`src/rtl/core/brl_pkg.sv`:
```
package brl_pkg;

	// command codes carried in the low bits of s_tdata
	typedef enum logic [1:0] {
		CMD_ADD    = 2'd0,
		CMD_REMOVE = 2'd1,
		CMD_QUERY  = 2'd2,
		CMD_READ   = 2'd3
	} cmd_t;

	// per-cycle operation of one cell row
	typedef enum logic [1:0] {
		OP_HOLD   = 2'd0,
		OP_INSERT = 2'd1,
		OP_PULL   = 2'd2,
		OP_ROTATE = 2'd3
	} cell_op_t;

	typedef enum logic [2:0] {
		ST_IDLE,
		ST_EXEC,
		ST_PURGE,
		ST_INSERT,
		ST_RESP,
		ST_READ
	} state_t;

	// control handed from the sequencer to a row
	typedef struct packed {
		logic     en;
		cell_op_t op;
	} row_ctl_t;

	// configuration register indexes
	localparam logic CFG_LIST_LIMIT = 1'b0;
	localparam logic CFG_UNIQUE     = 1'b1;

	localparam int IdW   = 32;
	localparam int HdlW  = 16;
	localparam int CntW  = 5;
	localparam int InDataW  = 56;
	localparam int OutDataW = 56;

endpackage

```
`src/rtl/core/brl_cell.sv`:
```
module brl_cell
	import brl_pkg::*;
#(
	parameter int CW  = 5,
	parameter int POS = 0
) (
	input  logic            clk,
	input  cell_op_t        op,
	input  logic [CW-1:0]   count,
	input  logic [IdW-1:0]  key,
	input  logic            kill_in,
	input  logic [IdW-1:0]  left_id,
	input  logic [HdlW-1:0] left_hdl,
	input  logic [IdW-1:0]  right_id,
	input  logic [HdlW-1:0] right_hdl,
	input  logic [IdW-1:0]  wrap_id,
	input  logic [HdlW-1:0] wrap_hdl,
	output logic [IdW-1:0]  id,
	output logic [HdlW-1:0] hdl,
	output logic            kill_out
);

	logic [IdW-1:0]  id_q;
	logic [HdlW-1:0] hdl_q;
	logic            occupied;
	logic            tail;
	logic            hit;

	// position inside the live part of the list
	assign occupied = count > CW'(POS);
	assign tail     = count == CW'(POS + 1);
	assign hit      = occupied && (id_q == key);
	assign kill_out = kill_in | hit;

	assign id  = id_q;
	assign hdl = hdl_q;

	// entry register: shift in, close a gap, or rotate for readout
	always_ff @(posedge clk) begin
		unique case (op)
			OP_INSERT: begin
				id_q  <= left_id;
				hdl_q <= left_hdl;
			end
			OP_PULL: begin
				if (kill_out) begin
					id_q  <= right_id;
					hdl_q <= right_hdl;
				end
			end
			OP_ROTATE: begin
				if (tail) begin
					id_q  <= wrap_id;
					hdl_q <= wrap_hdl;
				end else if (occupied) begin
					id_q  <= right_id;
					hdl_q <= right_hdl;
				end
			end
			OP_HOLD: begin
			end
			default: begin
			end
		endcase
	end

endmodule

```
`src/rtl/core/brl_row.sv`:
```
module brl_row
	import brl_pkg::*;
#(
	parameter int CAPACITY = 16,
	parameter int CW       = 5
) (
	input  logic            clk,
	input  row_ctl_t        ctl,
	input  logic [CW-1:0]   count,
	input  logic [IdW-1:0]  key,
	input  logic [HdlW-1:0] new_hdl,
	output logic            any_hit,
	output logic [IdW-1:0]  head_id,
	output logic [HdlW-1:0] head_hdl
);

	logic [IdW-1:0]  id_w   [CAPACITY];
	logic [HdlW-1:0] hdl_w  [CAPACITY];
	logic            kill_w [CAPACITY+1];
	cell_op_t        op;

	assign op        = ctl.en ? ctl.op : OP_HOLD;
	assign kill_w[0] = 1'b0;
	assign any_hit   = kill_w[CAPACITY];
	assign head_id   = id_w[0];
	assign head_hdl  = hdl_w[0];

	// cell 0 takes the new item, each cell trades with its neighbors
	for (genvar i = 0; i < CAPACITY; i++) begin : g_cell
		logic [IdW-1:0]  lid;
		logic [HdlW-1:0] lhdl;
		logic [IdW-1:0]  rid;
		logic [HdlW-1:0] rhdl;

		if (i == 0) begin : g_head
			assign lid  = key;
			assign lhdl = new_hdl;
		end else begin : g_mid
			assign lid  = id_w[i-1];
			assign lhdl = hdl_w[i-1];
		end

		if (i == CAPACITY - 1) begin : g_end
			assign rid  = id_w[i];
			assign rhdl = hdl_w[i];
		end else begin : g_inner
			assign rid  = id_w[i+1];
			assign rhdl = hdl_w[i+1];
		end

		brl_cell #(
			.CW  (CW),
			.POS (i)
		) u_cell (
			.clk       (clk),
			.op        (op),
			.count     (count),
			.key       (key),
			.kill_in   (kill_w[i]),
			.left_id   (lid),
			.left_hdl  (lhdl),
			.right_id  (rid),
			.right_hdl (rhdl),
			.wrap_id   (id_w[0]),
			.wrap_hdl  (hdl_w[0]),
			.id        (id_w[i]),
			.hdl       (hdl_w[i]),
			.kill_out  (kill_w[i+1])
		);
	end

endmodule

```
`src/rtl/core/bounded_recent_id_list_top.sv`:
```
// Sequence: a query passes ST_EXEC, then ST_RESP; a remove passes ST_EXEC, ST_PURGE until no
//   entry matches, then ST_RESP; an add passes ST_EXEC, ST_PURGE in unique mode, ST_INSERT, ST_RESP.
// Readout: after ST_EXEC, ST_READ sends one entry beat per cycle while the output is free (m_tready).
// Throughput: one command at a time; the next beat is taken with the final result beat.
// Reset clears the list counts and loads list_limit 16 and unique_mode 1; entry cells
//   are not cleared and are only read below a list's count.
module bounded_recent_id_list_top
	import brl_pkg::*;
#(
	parameter int CAPACITY  = 16,
	parameter int NUM_LISTS = 2
) (
	input  logic                clk,
	input  logic                arst_n,
	// command stream
	input  logic                s_tvalid,
	output logic                s_tready,
	input  logic [InDataW-1:0]  s_tdata,  // cmd[1:0], server_id[33:2], name_handle[49:34]
	input  logic                s_tuser,  // list_sel
	// result stream
	output logic                m_tvalid,
	input  logic                m_tready,
	output logic [OutDataW-1:0] m_tdata,  // accepted[0], found[1], entry_count[6:2],
	                                      // out_valid[7], out_id[39:8], out_handle[55:40]
	output logic                m_tlast,
	// configuration writes
	input  logic                cfg_valid,
	output logic                cfg_ready,
	input  logic                cfg_index,
	input  logic [4:0]          cfg_data
);

	localparam int CW = $clog2(CAPACITY + 1);
	localparam int LW = (NUM_LISTS > 1) ? $clog2(NUM_LISTS) : 1;

	state_t state_q, state_d;

	// latched command
	cmd_t            cmd_q;
	logic            sel_q;
	logic [IdW-1:0]  key_q;
	logic [HdlW-1:0] hdl_q;

	logic [4:0]      list_limit_q;
	logic            unique_q;
	logic [CW-1:0]   cnt_q [NUM_LISTS];
	logic [CW-1:0]   rem_q;
	logic            res_acc_q;
	logic            res_found_q;

	logic                m_tvalid_q;
	logic [OutDataW-1:0] m_tdata_q;
	logic                m_tlast_q;

	logic            hit_v  [NUM_LISTS];
	logic [IdW-1:0]  hid_v  [NUM_LISTS];
	logic [HdlW-1:0] hhdl_v [NUM_LISTS];

	logic            sel_ok;
	logic [LW-1:0]   row;
	logic [CW-1:0]   cnt_cur;
	logic [CW-1:0]   lim;
	logic            hit;
	logic            out_free;
	logic            empty_add;

	// control strobes
	cell_op_t        row_op;
	logic            cnt_dec;
	logic            cnt_ins;
	logic            res_load;
	logic            res_acc_d;
	logic            res_found_d;
	logic            out_resp;
	logic            out_read;

	assign s_tready  = state_q == ST_IDLE;
	assign cfg_ready = 1'b1;
	assign m_tvalid  = m_tvalid_q;
	assign m_tdata   = m_tdata_q;
	assign m_tlast   = m_tlast_q;

	assign sel_ok    = 32'(sel_q) < NUM_LISTS;
	assign row       = sel_ok ? LW'(sel_q) : '0;
	assign cnt_cur   = cnt_q[row];
	assign hit       = hit_v[row];
	assign out_free  = !m_tvalid_q || m_tready;
	assign empty_add = (cmd_q == CMD_ADD) && (hdl_q == '0);

	// effective limit: zero or above capacity means full capacity
	always_comb begin
		if (list_limit_q == 5'd0 || 32'(list_limit_q) > CAPACITY) begin
			lim = CW'(CAPACITY);
		end else begin
			lim = CW'(list_limit_q);
		end
	end

	// one cell row per list
	for (genvar r = 0; r < NUM_LISTS; r++) begin : g_row
		row_ctl_t ctl;

		assign ctl.en = row == LW'(r);
		assign ctl.op = row_op;

		brl_row #(
			.CAPACITY (CAPACITY),
			.CW       (CW)
		) u_row (
			.clk      (clk),
			.ctl      (ctl),
			.count    (cnt_q[r]),
			.key      (key_q),
			.new_hdl  (hdl_q),
			.any_hit  (hit_v[r]),
			.head_id  (hid_v[r]),
			.head_hdl (hhdl_v[r])
		);
	end

	// next state
	always_comb begin
		state_d = state_q;
		unique case (state_q)
			ST_IDLE: begin
				if (s_tvalid) state_d = ST_EXEC;
			end
			ST_EXEC: begin
				if (!sel_ok) begin
					state_d = ST_RESP;
				end else begin
					unique case (cmd_q)
						CMD_ADD: begin
							if (empty_add)     state_d = ST_RESP;
							else if (unique_q) state_d = ST_PURGE;
							else               state_d = ST_INSERT;
						end
						CMD_REMOVE: state_d = ST_PURGE;
						CMD_QUERY:  state_d = ST_RESP;
						CMD_READ:   state_d = (cnt_cur == '0) ? ST_RESP : ST_READ;
						default:    state_d = ST_RESP;
					endcase
				end
			end
			ST_PURGE: begin
				if (!hit) state_d = (cmd_q == CMD_ADD) ? ST_INSERT : ST_RESP;
			end
			ST_INSERT: state_d = ST_RESP;
			ST_RESP: begin
				if (out_free) state_d = ST_IDLE;
			end
			ST_READ: begin
				if (out_free && rem_q == CW'(1)) state_d = ST_IDLE;
			end
			default: state_d = ST_IDLE;
		endcase
	end

	// control outputs
	always_comb begin
		row_op      = OP_HOLD;
		cnt_dec     = 1'b0;
		cnt_ins     = 1'b0;
		res_load    = 1'b0;
		res_acc_d   = 1'b0;
		res_found_d = 1'b0;
		out_resp    = 1'b0;
		out_read    = 1'b0;
		unique case (state_q)
			ST_IDLE: begin
			end
			ST_EXEC: begin
				res_load    = 1'b1;
				res_acc_d   = sel_ok && !empty_add;
				res_found_d = sel_ok && (cmd_q == CMD_QUERY) && hit;
				// a full list drops its oldest entry before the add
				cnt_dec     = sel_ok && (cmd_q == CMD_ADD) && !empty_add &&
				              (cnt_cur >= lim) && (cnt_cur != '0);
			end
			ST_PURGE: begin
				if (hit) begin
					row_op  = OP_PULL;
					cnt_dec = 1'b1;
				end
			end
			ST_INSERT: begin
				row_op  = OP_INSERT;
				cnt_ins = 1'b1;
			end
			ST_RESP: begin
				out_resp = out_free;
			end
			ST_READ: begin
				if (out_free) begin
					row_op   = OP_ROTATE;
					out_read = 1'b1;
				end
			end
			default: begin
			end
		endcase
	end

	// control registers
	always_ff @(posedge clk or negedge arst_n) begin
		if (!arst_n) begin
			state_q      <= ST_IDLE;
			list_limit_q <= 5'd16;
			unique_q     <= 1'b1;
			m_tvalid_q   <= 1'b0;
			for (int r = 0; r < NUM_LISTS; r++) cnt_q[r] <= '0;
		end else begin
			state_q <= state_d;

			if (cfg_valid && cfg_ready) begin
				unique case (cfg_index)
					CFG_LIST_LIMIT: list_limit_q <= cfg_data;
					CFG_UNIQUE:     unique_q     <= cfg_data[0];
					default: begin
					end
				endcase
			end

			for (int r = 0; r < NUM_LISTS; r++) begin
				if (row == LW'(r) && sel_ok) begin
					if (cnt_dec) begin
						cnt_q[r] <= cnt_q[r] - CW'(1);
					end else if (cnt_ins) begin
						cnt_q[r] <= (cnt_q[r] >= CW'(CAPACITY)) ? CW'(CAPACITY)
						                                         : cnt_q[r] + CW'(1);
					end
				end
			end

			if (out_resp || out_read) m_tvalid_q <= 1'b1;
			else if (m_tready)        m_tvalid_q <= 1'b0;
		end
	end

	// payload registers
	always_ff @(posedge clk) begin
		if (s_tvalid && s_tready) begin
			cmd_q <= cmd_t'(s_tdata[1:0]);
			sel_q <= s_tuser;
			key_q <= s_tdata[33:2];
			hdl_q <= s_tdata[49:34];
		end

		if (res_load) begin
			res_acc_q   <= res_acc_d;
			res_found_q <= res_found_d;
			rem_q       <= cnt_cur;
		end else if (out_read) begin
			rem_q <= rem_q - CW'(1);
		end

		if (out_resp) begin
			m_tdata_q <= {HdlW'(0), IdW'(0), 1'b0,
			              sel_ok ? CntW'(cnt_cur) : CntW'(0),
			              res_found_q, res_acc_q};
			m_tlast_q <= 1'b1;
		end else if (out_read) begin
			m_tdata_q <= {hhdl_v[row], hid_v[row], 1'b1, CntW'(cnt_cur), 1'b0, 1'b1};
			m_tlast_q <= rem_q == CW'(1);
		end
	end

endmodule
```
`config.mk`:
```
export PLATFORM = sky130hd
export DESIGN_NAME = bounded_recent_id_list_top
export DESIGN_NICKNAME = d
export VERILOG_FILES = /design/src/rtl/core/brl_pkg.sv /design/src/rtl/core/brl_cell.sv /design/src/rtl/core/brl_row.sv /design/src/rtl/core/bounded_recent_id_list_top.sv
export SDC_FILE = /design/constraint.sdc
export NUM_CORES = 2
export LEC_CHECK = 0
export BUFFER_PORTS_ARGS = -buffer_cell sky130_fd_sc_hd__buf_2
export CORE_MARGIN = 3
export CORE_UTILIZATION = 64
export DETAILED_ROUTE_END_ITERATION = 12
export GPL_ROUTABILITY_DRIVEN = 0
export GPL_TIMING_DRIVEN = 0
export PLACE_DENSITY = 0.77
export SLEW_MARGIN = 20
export SYNTH_ARGS = -nofsm -noshare
export SYNTH_HDL_FRONTEND = slang
export SYNTH_SLANG_ARGS = --single-unit
export TNS_END_PERCENT = 20
```
`constraint.sdc`:
```
create_clock -name clk -period 8 [get_ports clk]
set_clock_uncertainty 0.1 [all_clocks]
set_input_delay 0.8 -clock clk [delete_from_list [all_inputs] [get_ports clk]]
set_output_delay 0.8 -clock clk [all_outputs]
set_load 0.01 [all_outputs]
```
==> results of run 1 <==
==> cell usage after synthesis, types with 91 or more instances <==
library cell / number / share of area [%]
nor2_1: 105 / 0.41
xor2_1: 563 / 5.2
buf_2: 91 / 0.48
nand2_1: 1323 / 5.2
o21ai_0: 795 / 4.2
nor4_1: 160 / 1.0
mux2i_1: 1301 / 14
xnor2_1: 467 / 4.3
mux2_2: 235 / 2.8
o21ai_1: 508 / 2.7
nand4_1: 143 / 0.94
buf_4: 156 / 1.2
edfxtp_1: 1601 / 50
clkbuf_1: 414 / 1.6
==> through the flow <==
stage               setup slack, ns  setup TNS [ns]  std cells
floorplan                     0.724               0       8462
global placement              -4.64        -2600.54      10512
detailed placement             1.43               0      10592
CTS                            1.41               0      10907
==> what timing repair did <==
| action | in CTS |
|---|---|
| endpoints found under the hold margin | 18 |
| setup endpoints to repair | 0 |
| hold buffers | 1 |
| gates resized for setup | 0 |
==> kinds of logic after synthesis <==
kind of cell / share of synthesized area (%)
AOI/OAI and AO/OA: 8.11
muxes: 17.2
other: 0.00393
and+or+nand+nor: 8.58
adders and majority gates: 0.236
xor gates and xnor gates: 9.45
DFF: 51.9
buffers and inverters: 4.47
==> per-layer routing <==
metal,track usage [%],overflow
met1,60.9,0
met2,71.6,17
met3,28.9,0
met4,44.4,24
met5,6.19,0
==> impl_metrics.json, run 1 <==
{
  "status": "aborted with a tool error",
  "stop_stage": "5_1_grt",
  "stop_error": "[ERROR GRT-0116] Global routing finished with congestion. Check the congestion regions in the DRC Viewer.",
  "synth_edf_count": 1601,
  "synth_warnings": 0,
  "rows": 141,
  "die_h_um": 392,
  "synthFlopType": "edfxtp_1",
  "dpl_cell_area_um2": 100000,
  "die_x_um": 392,
  "synth_cells": 8462,
  "ys_seq_area_share_pct": 51.9,
  "grt_pass1_wl_um": 576000,
  "syn_area_um2": 95400,
  "ys_ff_latch": 1671,
  "cts.sinks": 1671,
  "synth_nets": 8548,
  "grt_use_total_pct": 53.1,
  "clock_path_buffers": 3,
  "num_io_pins": 128,
  "hpwl_um": 301000,
  "grt-ovfl-total": 41,
  "htreeDepth": 4,
  "cts_buffers": 177,
  "cts_root_buf": "clkbuf_16",
  "synth.avg_cell_area_um2": 11.3,
  "async_flop_share_pct": 1.20,
  "grt_max_degree": 49,
  "grt_pass1_vias": 77170,
  "synth_cell_types": 82,
  "start_util_pct": 64.5,
  "cts_setup_buffers": 0,
  "io_buffer_count": 120
}
==> run 2, diff against run 1 <==
--- a/config.mk
+++ b/config.mk
@@ -7,11 +7,11 @@
 export LEC_CHECK = 0
 export BUFFER_PORTS_ARGS = -buffer_cell sky130_fd_sc_hd__buf_2
 export CORE_MARGIN = 3
-export CORE_UTILIZATION = 64
+export CORE_UTILIZATION = 40
 export DETAILED_ROUTE_END_ITERATION = 12
 export GPL_ROUTABILITY_DRIVEN = 0
 export GPL_TIMING_DRIVEN = 0
-export PLACE_DENSITY = 0.77
+export PLACE_DENSITY_LB_ADDON = 0.15
 export SLEW_MARGIN = 20
 export SYNTH_ARGS = -nofsm -noshare
 export SYNTH_HDL_FRONTEND = slang
==> impl_metrics.json, run 2 <==
{
  "finalNonFillerCells": 12227,
  "viasPerCell": 5.96,
  "synth_top_cell_by_area": "edfxtp_1",
  "finalPower_mw": 32.4,
  "setup_viol": 0,
  "synthFlopType": "edfxtp_1",
  "rsz0062_at_grt": "no",
  "synth_top_area_share_pct": 50.4,
  "power.leakage_nw": 45.5,
  "final_util_pct": 45.9,
  "start_util_pct": 40.4,
  "nets": 8999,
  "die-area_um2": 245000,
  "finalMaxSlewViolations": 0,
  "synth_cell_types": 82,
  "antenna_found_initial": 10,
  "dp.cells": 11817,
  "max_freq_mhz": 137,
  "num_io_pins": 128,
  "slew_headroom_pct": 14.0,
  "cts_resized": 0,
  "largest_reg_flops": 1024,
  "synth_cells": 8462,
  "critPathKind": "flop to flop",
  "vias": 72925,
  "status": "complete, no violations",
  "drtIter0Drc": 10573,
  "cts.sinks": 1671,
  "grt_pass1_vias": 69657,
  "fillers": 22305,
  "min_period_ns": 7.31,
  "p_per_area_nw_per_um2": 298,
  "firstDrtPassIters": 9,
  "cts_tree": "yes",
  "swShare_pct": 38.9,
  "io_buffer_count": 120,
  "synth.avg_cell_area_um2": 11.3,
  "drv_cap": 0,
  "synth_edf_count": 1601,
  "end_kind": "flop",
  "intPower_mw": 19.8,
  "min_path_type": "primary input to flop",
  "grt_use_total_pct": 32.8,
  "grt_pass1_wl_um": 558000,
  "layout_common_cells": "1601 x edfxtp_1, 1323 x nand2_1, 1301 x mux2i_1",
  "htreeDepth": 4,
  "irDropWorstVdd_v": 0.000214,
  "clk_pin_slew_worst_paths_ns": 0.06,
  "cts_hold_buf": 50,
  "tns_ns": 0,
  "hpwl_um": 338000,
  "finalHoldViolCount": 0,
  "p_seq_share_pct": 39.5,
  "p_clk_share_pct": 27.2,
  "dpl_cell_area_um2": 102000,
  "synth_warnings": 0,
  "cts_setup_buffers": 0,
  "switchingPower_mw": 12.6,
  "antenna_left": 0,
  "worstSetupStartpointType": "flop",
  "worstMarginPinSlew_ns": 1.29,
  "crit_arrival_ns": 7.76,
  "critPathMaxFanout": 10,
  "drc_errors": 0,
  "wl_um": 413000,
  "synthMostInstantiatedCell": "edfxtp_1",
  "drive_above_1_share_pct": 12.5,
  "layout.cells.most_common": "edfxtp_1",
  "synth_nets": 8548,
  "clock_path_buffers": 3,
  "post-place-ws_ns": 1.21,
  "core_region_area_um2": 236000,
  "worstSkewPairLatency_ns": 0.88,
  "syn2layout_area_growth_pct": 13.6,
  "grt_max_degree": 49,
  "die_h_um": 494,
  "ys_ff_latch": 1671,
  "pwr-share-comb_pct": 33.3,
  "grt-ovfl-total": 0,
  "cts_buffers": 194,
  "cts_root_buf": "clkbuf_16",
  "synthTopCellsByCount": "1601 x edfxtp_1, 1323 x nand2_1, 1301 x mux2i_1, 795 x o21ai_0, 563 x xor2_1",
  "async_flop_share_pct": 1.20,
  "syn_area_um2": 95400,
  "rows": 178,
  "finalCritPeriodShare_pct": 91.3,
  "layout_setup_ws_ns": 0.693,
  "ys_seq_area_share_pct": 51.9,
  "die_x_um": 494,
  "required_ns": 8.46,
  "wl_per_cell_um": 33.8,
  "hold_ws_ns": 0.0421,
  "synth.area.top_cells": "edfxtp_1 50%, mux2i_1 14%, nand2_1 5.2%",
  "fin_area_um2": 108000
}
-- run 2: power groups by stage --
stage | combinational (mW) | clock [mW] | sequential [mW]
detailed placement | 10.2 | 0 | 12.9
finish | 10.8 | 8.79 | 12.8
global route | 11.0 | 9.14 | 12.9
floorplan | 5.61 | 0 | 12.6
CTS | 10.3 | 8.80 | 12.7
global placement | 9.66 | 0 | 13.1
-- run 2: layout make-up --
class / instances / area (um2) / area share [%]
Clock inverter: 97 / 702 / 0.647
Clock buffer: 259 / 5350 / 4.93
Inverter: 15 / 56.3 / 0.0519
Sequential cell: 1671 / 49600 / 45.7
Tap cell: 3150 / 3940 / 3.63
Multi-Input combinational cell: 5985 / 42000 / 38.7
Buffer: 791 / 4230 / 3.90
Timing Repair Buffer: 255 / 2570 / 2.37
Antenna cell: 4 / 10.0 / 0.00923
-- run 2: final timing paths --
| check | depth (start not counted) | start | slack (ns) | to |
|---|---|---|---|---|
| hold / removal | 1 | s_tdata[43] | 0.04 | hdl_q[9] |
| hold reg to reg | 2 | m_tlast | 0.40 | m_tlast |
| setup reg to reg | 17 | key_q[8] | 0.69 | g_row[0].u_row.g_cell[0].u_cell.hdl[6] |
| setup / recovery | 17 | key_q[8] | 0.69 | g_row[0].u_row.g_cell[0].u_cell.hdl[6] |
| max in group asynchronous | 2 | arst_n | 7.09 | list_limit_q[4] |
| min in group asynchronous | 2 | arst_n | 0.34 | m_tvalid |
-- run 2: per-layer routing --
layer | GRT usage [%] | wire (um) | up-vias
met5 | 0.176 | 95 | -
li1 | - | - | 31499
met3 | 6.49 | 38000 | 1150
met2 | 49.1 | 177000 | 4632
met4 | 26.6 | 40300 | 8
met1 | 41.2 | 157000 | 35636
-- run 2: cells by family after synthesis --
group	count (synthesis)	synth area share, %
XOR/XNOR	1030	9.45
flip-flops	1671	51.9
other	1	0.00393
AO/OA/AOI/OAI	1465	8.11
adder cells (fa/ha/maj)	18	0.236
AND/OR/NAND/NOR	1875	8.58
multiplexers	1596	17.2
buffers and inverters	806	4.47
-- run 2: critical path, cell delays in order (launching register included) --
cell,delay (ns)
edfxtp_1,0.34
buf_2,0.30
xnor2_1,0.90
nand4_1,0.70
or3_1,0.59
nor4_2,0.54
a2111oi_4,0.13
nand3_2,0.28
o22ai_4,0.23
o21ai_4,0.52
buf_2,0.51
a21oi_1,0.15
nor3_2,0.51
buf_4,0.28
buf_4,0.21
buf_4,0.22
buf_4,0.21
buf_4,0.21
Power figures use the tool's default switching activity.
